### src/rtl/core/b2d_pkg.sv
// Shared constants and elaboration-time helpers for the binary to decimal ASCII unit.
package b2d_pkg;

  localparam int DefValueWidth = 32;
  localparam int QueueDepth    = 2;
  localparam int MaxDigits     = 20;
  localparam int BcdDigitW     = 4;
  localparam int CharW         = 6;

  localparam logic [CharW-1:0] AsciiZero = 6'd48;

  // Number of decimal digits in the largest value of the given bit width.
  function automatic int dec_digits(input int width);
    logic [64:0] v;
    int          n;
    v = (65'd1 << width) - 65'd1;
    n = 0;
    for (int i = 0; i < MaxDigits; i++) begin
      if (v != 65'd0) begin
        n = n + 1;
        v = v / 65'd10;
      end
    end
    return n;
  endfunction

endpackage

### src/rtl/core/b2d_front.sv
// Input side: accepts values and holds them in a short queue for the converter.
module b2d_front #(
  parameter int VALUE_WIDTH = b2d_pkg::DefValueWidth,
  parameter int DEPTH       = b2d_pkg::QueueDepth
) (
  input  logic                   clk_i,
  input  logic                   rst_ni,
  input  logic                   push,
  output logic                   full,
  input  logic [VALUE_WIDTH-1:0] value_i,
  output logic                   req_valid_o,
  output logic [VALUE_WIDTH-1:0] req_value_o,
  input  logic                   req_take_i
);

  localparam int PtrW = (DEPTH > 1) ? $clog2(DEPTH) : 1;
  localparam int CntW = $clog2(DEPTH + 1);

  logic [VALUE_WIDTH-1:0] mem_q [DEPTH];
  logic [PtrW-1:0]        wr_ptr_q, wr_ptr_d;
  logic [PtrW-1:0]        rd_ptr_q, rd_ptr_d;
  logic [CntW-1:0]        count_q, count_d;
  logic                   wr_en, rd_en;

  assign full        = (count_q == CntW'(DEPTH));
  assign req_valid_o = (count_q != '0);
  assign req_value_o = mem_q[rd_ptr_q];
  assign wr_en       = push && !full;
  assign rd_en       = req_take_i && req_valid_o;

  always_comb begin
    wr_ptr_d = wr_ptr_q;
    rd_ptr_d = rd_ptr_q;
    count_d  = count_q;
    if (wr_en) begin
      wr_ptr_d = (wr_ptr_q == PtrW'(DEPTH - 1)) ? '0 : wr_ptr_q + PtrW'(1);
    end
    if (rd_en) begin
      rd_ptr_d = (rd_ptr_q == PtrW'(DEPTH - 1)) ? '0 : rd_ptr_q + PtrW'(1);
    end
    if (wr_en && !rd_en) begin
      count_d = count_q + CntW'(1);
    end else if (rd_en && !wr_en) begin
      count_d = count_q - CntW'(1);
    end
  end

  always_ff @(posedge clk_i or negedge rst_ni) begin
    if (!rst_ni) begin
      wr_ptr_q <= '0;
      rd_ptr_q <= '0;
      count_q  <= '0;
    end else begin
      wr_ptr_q <= wr_ptr_d;
      rd_ptr_q <= rd_ptr_d;
      count_q  <= count_d;
    end
  end

  always_ff @(posedge clk_i) begin
    if (wr_en) begin
      mem_q[wr_ptr_q] <= value_i;
    end
  end

endmodule

### src/rtl/core/b2d_back.sv
// Converter: shift-and-add-three to BCD, then sends the digits most significant first.
module b2d_back #(
  parameter int VALUE_WIDTH = b2d_pkg::DefValueWidth
) (
  input  logic                       clk_i,
  input  logic                       rst_ni,
  input  logic                       req_valid_i,
  input  logic [VALUE_WIDTH-1:0]     req_value_i,
  output logic                       req_take_o,
  output logic                       empty,
  input  logic                       pop,
  output logic [b2d_pkg::CharW-1:0]  digit_char_o,
  output logic                       last_digit_o
);

  localparam int NDig = b2d_pkg::dec_digits(VALUE_WIDTH);
  localparam int DW   = b2d_pkg::BcdDigitW;
  localparam int BcdW = DW * NDig;
  localparam int IdxW = (NDig > 1) ? $clog2(NDig) : 1;
  localparam int CntW = $clog2(VALUE_WIDTH + 1);

  typedef enum logic [1:0] {
    StIdle,
    StConv,
    StCount,
    StEmit
  } state_e;

  state_e                    state_q;
  logic [VALUE_WIDTH-1:0]    bin_q;
  logic [BcdW-1:0]           bcd_q;
  logic [BcdW-1:0]           bcd_adj;
  logic [CntW-1:0]           bit_cnt_q;
  logic [IdxW-1:0]           dig_idx_q;
  logic [IdxW-1:0]           msd_idx;
  logic                      out_valid_q;
  logic [b2d_pkg::CharW-1:0] out_char_q;
  logic                      out_last_q;
  logic                      out_free;
  logic [DW-1:0]             cur_digit;

  assign empty        = !out_valid_q;
  assign digit_char_o = out_char_q;
  assign last_digit_o = out_last_q;
  assign req_take_o   = (state_q == StIdle) && req_valid_i;
  assign out_free     = !out_valid_q || pop;
  assign cur_digit    = bcd_q[DW*dig_idx_q +: DW];

  // Every digit of five or more gets three added before the shift doubles it.
  always_comb begin
    for (int i = 0; i < NDig; i++) begin
      bcd_adj[DW*i +: DW] = (bcd_q[DW*i +: DW] >= DW'(5)) ?
                            bcd_q[DW*i +: DW] + DW'(3) : bcd_q[DW*i +: DW];
    end
  end

  // Position of the highest non-zero digit; zero itself is one digit.
  always_comb begin
    msd_idx = '0;
    for (int i = 0; i < NDig; i++) begin
      if (bcd_q[DW*i +: DW] != '0) begin
        msd_idx = IdxW'(i);
      end
    end
  end

  always_ff @(posedge clk_i or negedge rst_ni) begin
    if (!rst_ni) begin
      state_q     <= StIdle;
      bin_q       <= '0;
      bcd_q       <= '0;
      bit_cnt_q   <= '0;
      dig_idx_q   <= '0;
      out_valid_q <= 1'b0;
      out_char_q  <= '0;
      out_last_q  <= 1'b0;
    end else begin
      if (pop && out_valid_q) begin
        out_valid_q <= 1'b0;
      end
      case (state_q)
        StIdle: begin
          if (req_valid_i) begin
            bin_q     <= req_value_i;
            bcd_q     <= '0;
            bit_cnt_q <= CntW'(VALUE_WIDTH);
            state_q   <= StConv;
          end
        end
        StConv: begin
          bcd_q     <= {bcd_adj[BcdW-2:0], bin_q[VALUE_WIDTH-1]};
          bin_q     <= bin_q << 1;
          bit_cnt_q <= bit_cnt_q - CntW'(1);
          if (bit_cnt_q == CntW'(1)) begin
            state_q <= StCount;
          end
        end
        StCount: begin
          dig_idx_q <= msd_idx;
          state_q   <= StEmit;
        end
        StEmit: begin
          if (out_free) begin
            out_valid_q <= 1'b1;
            out_char_q  <= b2d_pkg::AsciiZero + {{(b2d_pkg::CharW-DW){1'b0}}, cur_digit};
            out_last_q  <= (dig_idx_q == '0);
            if (dig_idx_q == '0) begin
              state_q <= StIdle;
            end else begin
              dig_idx_q <= dig_idx_q - IdxW'(1);
            end
          end
        end
        default: begin
          state_q <= StIdle;
        end
      endcase
    end
  end

endmodule

### src/rtl/core/binary_to_decimal_ascii_unit.sv
// Top level of the binary to decimal ASCII unit: input queue and converter.
//
//   Channel   Handshake      Payload
//   input     push / full    value_i (VALUE_WIDTH bits, unsigned)
//   result    empty / pop    digit_char_o (6 bits), last_digit_o (1 bit)
//
// In the converter a value is loaded while idle, shifted bit by bit through the
// shift-and-add-three loop, its leading digit is found in the count state, and
// its digits are then sent one by one, giving 1 to 10 digit beats at 32 bits.
// The input queue holds two values, so pushes continue while the converter works.
// Reset clears the queue and the converter; a withheld pop backs up to full.
module binary_to_decimal_ascii_unit #(
  parameter int VALUE_WIDTH = b2d_pkg::DefValueWidth
) (
  input  logic                       clk_i,
  input  logic                       rst_ni,
  input  logic                       push,
  output logic                       full,
  input  logic [VALUE_WIDTH-1:0]     value_i,
  output logic                       empty,
  input  logic                       pop,
  output logic [b2d_pkg::CharW-1:0]  digit_char_o,
  output logic                       last_digit_o
);

  logic                   req_valid;
  logic [VALUE_WIDTH-1:0] req_value;
  logic                   req_take;

  b2d_front #(
    .VALUE_WIDTH(VALUE_WIDTH),
    .DEPTH      (b2d_pkg::QueueDepth)
  ) u_front (
    .clk_i      (clk_i),
    .rst_ni     (rst_ni),
    .push       (push),
    .full       (full),
    .value_i    (value_i),
    .req_valid_o(req_valid),
    .req_value_o(req_value),
    .req_take_i (req_take)
  );

  b2d_back #(
    .VALUE_WIDTH(VALUE_WIDTH)
  ) u_back (
    .clk_i       (clk_i),
    .rst_ni      (rst_ni),
    .req_valid_i (req_valid),
    .req_value_i (req_value),
    .req_take_o  (req_take),
    .empty       (empty),
    .pop         (pop),
    .digit_char_o(digit_char_o),
    .last_digit_o(last_digit_o)
  );

endmodule

### config.mk
export PLATFORM = sky130hd
export DESIGN_NAME = binary_to_decimal_ascii_unit
export DESIGN_NICKNAME = d
export VERILOG_FILES = /design/src/rtl/core/b2d_pkg.sv /design/src/rtl/core/b2d_front.sv /design/src/rtl/core/b2d_back.sv /design/src/rtl/core/binary_to_decimal_ascii_unit.sv
export SDC_FILE = /design/constraint.sdc
export NUM_CORES = 1
export LEC_CHECK = 0
export BUFFER_PORTS_ARGS = -buffer_cell sky130_fd_sc_hd__buf_2
export CAP_MARGIN = 20
export CORE_MARGIN = 1
export CORE_UTILIZATION = 25
export DETAILED_ROUTE_END_ITERATION = 12
export GPL_ROUTABILITY_DRIVEN = 0
export PLACE_DENSITY = 0.39
export SETUP_SLACK_MARGIN = 0.3
export SYNTH_ARGS = -nofsm -noshare
export SYNTH_HDL_FRONTEND = slang
export SYNTH_HIERARCHICAL = 1
export SYNTH_SLANG_ARGS = --single-unit
### constraint.sdc
create_clock -name clk_i -period 2.5 [get_ports clk_i]
set_input_delay 0 -clock clk_i [delete_from_list [all_inputs] [get_ports clk_i]]
set_output_delay 0 -clock clk_i [all_outputs]
set_load 0.1 [all_outputs]
==> impl_results.md, run 1 <==
* Status: finished clean
* Fraction of layout cells with a size suffix above 1 at 0.206
* Worst EP required at ~2.8 ns
* Synth top area share at 0.304
* Library cells used by synthesis at 54
* Post-DRT Antenna Nets at 0
* Met1 Routed Length at 7890 µm
* Max-slew violations at 0
* Initial antenna violation count at 0
* PnR worst setup slack at 0.450 ns
* Tightest Pin Transition at 0.830 ns
* First-pass GRT wire length at ~28000 µm
* Row count at between 60 and 70
* Period utilization at 0.820
* R2r startpoint: u_back/bcd_q[16]
* FF-to-FF path depth at 6
* WL final at 16900 µm
* LEAKAGE at 4.13 nW
* Hold Path Class: input port to register
* DRC Markers at 0
* PD cells at around 680 mW/mm²
* WL met3 at approximately 430 µm
* RR Endpoint: u_back/dig_idx_q[2]
* Starting DRT DRC Count at 204
* Pre-CTS WS at ~0.44 ns
* Total core area at roughly 0.031 mm²
* Routed wl met2 at about 8300 µm
* CP max FO at 4
* Area delta synth->final at 21.4%
* Die Y at 179 µm
* Hold path cells at 3
* Clk_lat worst skew at 0.42 ns
* Finished Cell Area at between 0.009 and 0.01 mm²
* Die Wd at around 180 µm
* Peak Freq at just under 0.5 GHz
* Syn. warnings at 6
* Final-report hold violation count at 0
* RSZ-0062 raised after global routing: false
* Starting Density at 0.255
* Setup Viol. Count Final at 0
* TritonRoute pass-1 iters at 4
* Max layer used: met4
* Slew headroom at 0.439
* CTS tree: yes
* Ant diodes at 0
* Mapped Cells at approximately 630
* Detailed-route via count at around 5.1k
* Gr usage total at 0.114
* Flop2flop setup slack at ~0.45 ns
* Min-Delay Endpoint: u_back/out_valid_q
* Worst setup EP type: register
* Pin count of the biggest net entering global routing at between 50 and 60
* Ports at between 40 and 50
* EDFF count, synth at 64
* Peak supply drop at roughly 0.54 mV
* Top post-synthesis cells by area: dfrtp_1, edfxtp_1, mux2_4, mux2i_1, ha_1
* Fin crit period at roughly 2.0 ns
* Fin nets at a little under 800
* CTS Root Buffer Type: clkbuf_16
* I/O Buffers at 44
* Register area share after synthesis at 0.551
* CP arrival at roughly 2.4 ns
* Syn avg cell area at between 10 and 15 µm²
* Inserted Clock Buffers at 17
* WL per Instance at around 15 µm
* CP Class: register to register
* Worst clock skew at about 0.012 ns
* CTS max path bufs at 2
* Ys async rst share at 0.597
* Syn nets at about 700
* Gr ovfl total at 0
* CTS sink cnt at between 150 and 200
* Die area at approximately 0.032 mm²
* Detailed Place HPWL at 11300 µm
* Vias in the first global route at approximately 5.3k
* Post-Syn Area at ~0.008 mm²
* Setup_tns at 0 ns
* Dominant synthesized flop cell: dfrtp_1
* Startpoint types: register
* Reg clk slew, reported paths at ~0.060 ns
* Synth area leader: dfrtp_1
* Seq cells post-synth at ~160
* Utilization after layout at 0.309
* Cell Area, Placed at about 0.0085 mm²
* Hold wc startpoint: pop
* CTS H-tree depth at 4
* Fill cells at 3119
* Max cap viols at 0
* DR vias/cell at between 4 and 5
[logic make-up after synthesis]
logic type | share of synthesized area
adders and majority gates | 0.0449
muxes | 0.150
DFF | 0.551
buffers and inverters | 0.0426
AOI/OAI and AO/OA | 0.104
xor gates and xnor gates | 0.0258
and+or+nand+nor | 0.0824
[area by class of cell]
| class | count | area (µm²) | area share |
|---|---|---|---|
| Clock buffer | 19 | 433 | 0.0457 |
| Clock inverter | 13 | 175 | 0.0185 |
| Inverter | 41 | 154 | 0.0162 |
| Multi-Input combinational cell | 401 | 3200 | 0.337 |
| Sequential cell | 159 | 4300 | 0.454 |
| Tap cell | 396 | 495 | 0.0523 |
| Timing Repair Buffer | 96 | 723 | 0.0763 |
[worst max-delay path by stage]
stage                         from             endpoint  depth (start not counted)
2_1_floorplan  u_back/dig_idx_q[0]    u_back/state_q[1]                          8
3_3_place_gp      u_back/bcd_q[16]  u_back/dig_idx_q[2]                          6
3_5_place_dp     u_back/state_q[0]      u_back/bin_q[6]                          5
4_1_cts          u_back/state_q[0]     u_back/bin_q[21]                          5
5_1_grt          u_back/state_q[0]  u_back/dig_idx_q[0]                          5
6_report          u_back/bcd_q[16]  u_back/dig_idx_q[2]                          6
[flip-flops by register name (all words and copies together), names as in the netlist, 2 cells and up]
name,cells
u_back/bcd_q,40
u_back/digit_char_o,5
u_front/mem_q,64
u_front/count_q,2
u_back/dig_idx_q,4
u_back/state_q,2
u_back/bin_q,32
u_back/bit_cnt_q,6
[worst max-delay path, cell delays in order (launching register included)]
cell	delay, ns
dfrtp_1	0.41
inv_1	0.14
ha_1	0.21
or3b_4	0.41
nor4b_4	0.28
a41oi_1	0.15
a311o_1	0.33
[through the flow]
| step | cells | hold slack (ns) | total power [W] |
|---|---|---|---|
| 2_1_floorplan | 631 | -0.296 | 0.00352 |
| 3_3_place_gp | 1057 | 0.0793 | 0.00372 |
| 3_5_place_dp | 1057 | 0.0806 | 0.00374 |
| 4_1_cts | 1123 | 0.0228 | 0.00655 |
| 5_1_grt | 1125 | 0.0584 | 0.00670 |
| 6_report | 1125 | 0.0533 | 0.00642 |
[synthesized netlist by cell type (3+ instances only)]
master,n
dfrtp_1,95
o22ai_1,24
ha_1,28
xor2_1,5
nor4_1,3
o21ai_0,50
nor3b_1,5
a221o_1,4
mux2_4,29
nand3_1,6
buf_12,3
buf_1,6
nand2_1,59
mux4_2,8
nor2_1,19
nand2b_1,17
a22o_1,13
edfxtp_1,64
buf_2,5
clkbuf_1,14
a21oi_1,20
mux2i_1,43
inv_1,41
mux2_2,11
and3_1,4
o32ai_1,5
xnor2_1,18
[placed cells by master (no fill, tap or decap), drive strengths merged, types with 6 or more instances in the layout]
cell	Yosys	layout
mux2i	43	43
inv	41	49
dlygate4sd3	0	34
xnor2	18	18
nor2	19	19
clkbuf	14	19
edfxtp	64	64
nand2	60	60
a22o	14	14
nand3	6	6
o22ai	24	24
dfrtp	95	95
nand2b	17	17
mux2	40	40
a21oi	20	20
ha	28	28
o21ai	51	51
mux4	8	8
buf	16	62
[report_power, final]
| part | switching (W) | internal (W) |
|---|---|---|
| clock network | 0.00112 | 0.00160 |
| registers | 0.0000753 | 0.00303 |
| logic | 0.000358 | 0.000246 |
[routing by layer]
metal  up-vias  track usage
li1       2447            -
met1      2510        0.142
met2        81        0.191
met3        12       0.0257
met4         0       0.0441
met5         -            0
[timing repair]
action / in CTS / in global routing
gates resized for setup: 0 / 1
hold endpoints to repair: 110 / 0
hold buffers: 34 / 0
endpoints found under the setup margin: 0 / 21
buffers inserted: 0 / 2
(Power assumes the default switching activity.)
==> run 2: changes to the inputs <==
Settings changed: PLACE_DENSITY 0.39 to 0.37.
Clock period 2.5 ns to 2 ns, I/O delays scaled along.
==> run 2 against run 1 <==
Compared with the run above: sequential share of layout area shrank 3.4 points; non-clock buffer count grew 38; clock skew grew 0.0023 ns; critical path depth is the same; global-route usage grew 0.46 points; design area grew 8.1%; power grew 23%; combinational power grew 41%; sequential power grew 25%; register-to-register slack lost 0.29 ns; largest cell class unchanged; critical path type unchanged; utilization grew 2.5 points.
==> impl_results.md, run 2 (synthesized netlist as in run 1, its figures left out) <==
* Starting Density at 0.255
* Min-Delay Endpoint: u_back/out_valid_q
* CTS Root Buffer Type: clkbuf_16
* Vias in the first global route at ~5.4k
* DRC Markers at 0
* Hold wc startpoint: pop
* Inserted Clock Buffers at 17
* Area delta synth->final at 31.2%
* First-pass GRT wire length at slightly below 30000 µm
* WP buf/inv at 1
* Worst setup EP type: register
* Most frequent cells in the layout: dfrtp_1, edfxtp_1, nand2_1
* Clk_lat worst skew at between 0.4 and 0.5 ns
* Commonest non-fill, non-tap cell in the layout: dfrtp_1
* CP max FO at 4
* Ant diodes at 0
* CTS H-tree depth at 4
* Hold Path Class: input port to register
* Reg clk slew, reported paths at ~0.08 ns
* CTS tree: yes
* TritonRoute pass-1 iters at 5
* Peak Freq at ~0.54 GHz
* Sw frac at 0.263
* WL per Instance at 15.8 µm
* LEAKAGE at 4.43 nW
* CTS sink cnt at around 160
* Initial antenna violation count at 0
* Die Wd at ~180 µm
* Detailed Place HPWL at around 12000 µm
* Tightest Pin Transition at about 0.66 ns
* CP Class: register to register
* Register bank with the most flops: u_front/mem_q
* Int Power at 0.00582 W
* WL final at 18400 µm
* Number of flip-flops in the largest register at 64
* Ports at 45
* Worst clock skew at roughly 0.014 ns
* Die Y at about 180 µm
* PD cells at approximately 770 mW/mm²
* FF-to-FF path depth at 6
* Crit path cell chain: inv_2, ha_4, or3b_4, nor4b_4, a41oi_2, a311o_1
* Pin count of the biggest net entering global routing at 46
* Fin crit period at 1.84 ns
* Switch Pwr at 0.00208 W
* Top flop regs: u_front/mem_q (64), u_back/bcd_q (40), u_back/bin_q (32)
* CP peak stage delay at between 0.4 and 0.5 ns
* Period utilization at 0.919
* I/O Buffers at 44
* Post-DRT Antenna Nets at 0
* RSZ-0062 raised after global routing: true
* Detailed-route via count at around 5.2k
* Hold slack at approximately 0.12 ns
* Startpoint types: register
* Comb power frac at 0.108
* Setup Viol. Count Final at 0
* Top cell family by delay on the critical path: simple AND/OR/NAND/NOR gates
* Hold path cells at 3
* R2r startpoint: u_back/bcd_q[17]
* DR vias/cell at between 4 and 5
* Die area at about 0.032 mm²
* Setup_tns at 0 ns
* CTS max path bufs at 2
* PnR worst setup slack at approximately 0.16 ns
* Starting DRT DRC Count at approximately 270
* Clock power share at 0.402
* Gr usage total at 0.119
* Final-report hold violation count at 0
* Fraction of layout cells with a size suffix above 1 at 0.302
* Total core area at roughly 0.031 mm²
* Flop2flop setup slack at 0.16 ns
* Slew headroom at 0.557
* Peak supply drop at ~0.53 mV
* Worst EP required at 2.31 ns
* Max cap viols at 0
* Max-slew violations at 0
* Slowest-stage cell, CP: dfrtp_1
* RR Endpoint: u_back/dig_idx_q[2]
* CP arrival at 2.15 ns
* Status: finished clean
* Gr ovfl total at 0
* Fin nets at between 800 and 900
* Flop pwr share at 0.490
* Pre-CTS WS at roughly 0.093 ns
* Row count at 64
[run 2: area by class of cell]
type / instances / area (µm²)
clock buffers: 18 / 429
clock inverters: 14 / 146
fillers: 3053 / 20400
inverters: 41 / 154
multi-input cells: 401 / 3440
flip-flops and latches: 159 / 4300
well taps: 396 / 495
repair buffers: 134 / 1280
[run 2: worst max path at each step]
stage / start / endpoint / slack, ns / cells past startpoint
global placement: u_back/bcd_q[16] / u_back/dig_idx_q[2] / 0.13 / 6
detailed placement: u_back/bcd_q[16] / u_back/dig_idx_q[2] / 0.09 / 6
global route: u_back/bcd_q[17] / u_back/dig_idx_q[2] / 0.12 / 6
floorplan: u_back/dig_idx_q[0] / u_back/state_q[1] / 0.13 / 8
CTS: u_back/bcd_q[16] / u_back/dig_idx_q[2] / 0.17 / 6
finish: u_back/bcd_q[17] / u_back/dig_idx_q[2] / 0.16 / 6
[run 2: routing by layer]
metal | global-route usage | vias to the layer above | wire [µm]
li1 | - | 2521 | -
met1 | 0.148 | 2573 | 8600
met2 | 0.199 | 88 | 9010
met3 | 0.0267 | 27 | 460
met4 | 0.0452 | 0 | 319
met5 | 0 | - | 0
[run 2: timing repair]
item	CTS	global route
buffers inserted	11	12
setup endpoints to repair	76	34
endpoints found under the hold margin	108	0
cloned	1	5
gates resized for setup	28	41
pin swaps	5	10
hold buffers	34	0
[run 2: worst reg2reg max path: cells and delay by family, from the launching register on]
family                   cells  cell delay, ns
buffers and inverters        1            0.09
AO/OA/AOI/OAI                2            0.41
flip-flops                   1            0.41
adder cells (fa/ha/maj)      1            0.14
AND/OR/NAND/NOR              2            0.66
[run 2: through the flow]
stage / area [µm²] / utilization / power [W] / cells
floorplan: 7870 / - / 0.00440 / 631
global placement: 8670 / 0.283 / 0.00470 / 1068
detailed placement: 8670 / 0.283 / 0.00473 / 1068
CTS: 9840 / 0.321 / 0.00803 / 1146
global route: 10200 / 0.334 / 0.00828 / 1163
finish: 10200 / 0.334 / 0.00790 / 1163
[run 2: power by group through the flow]
| stage | clock network, W | logic, W | registers (W) |
|---|---|---|---|
| 2_1_floorplan | 0 | 0.000480 | 0.00392 |
| 3_3_place_gp | 0 | 0.000770 | 0.00393 |
| 3_5_place_dp | 0 | 0.000788 | 0.00394 |
| 4_1_cts | 0.00330 | 0.000850 | 0.00388 |
| 5_1_grt | 0.00345 | 0.000925 | 0.00390 |
| 6_report | 0.00318 | 0.000850 | 0.00387 |
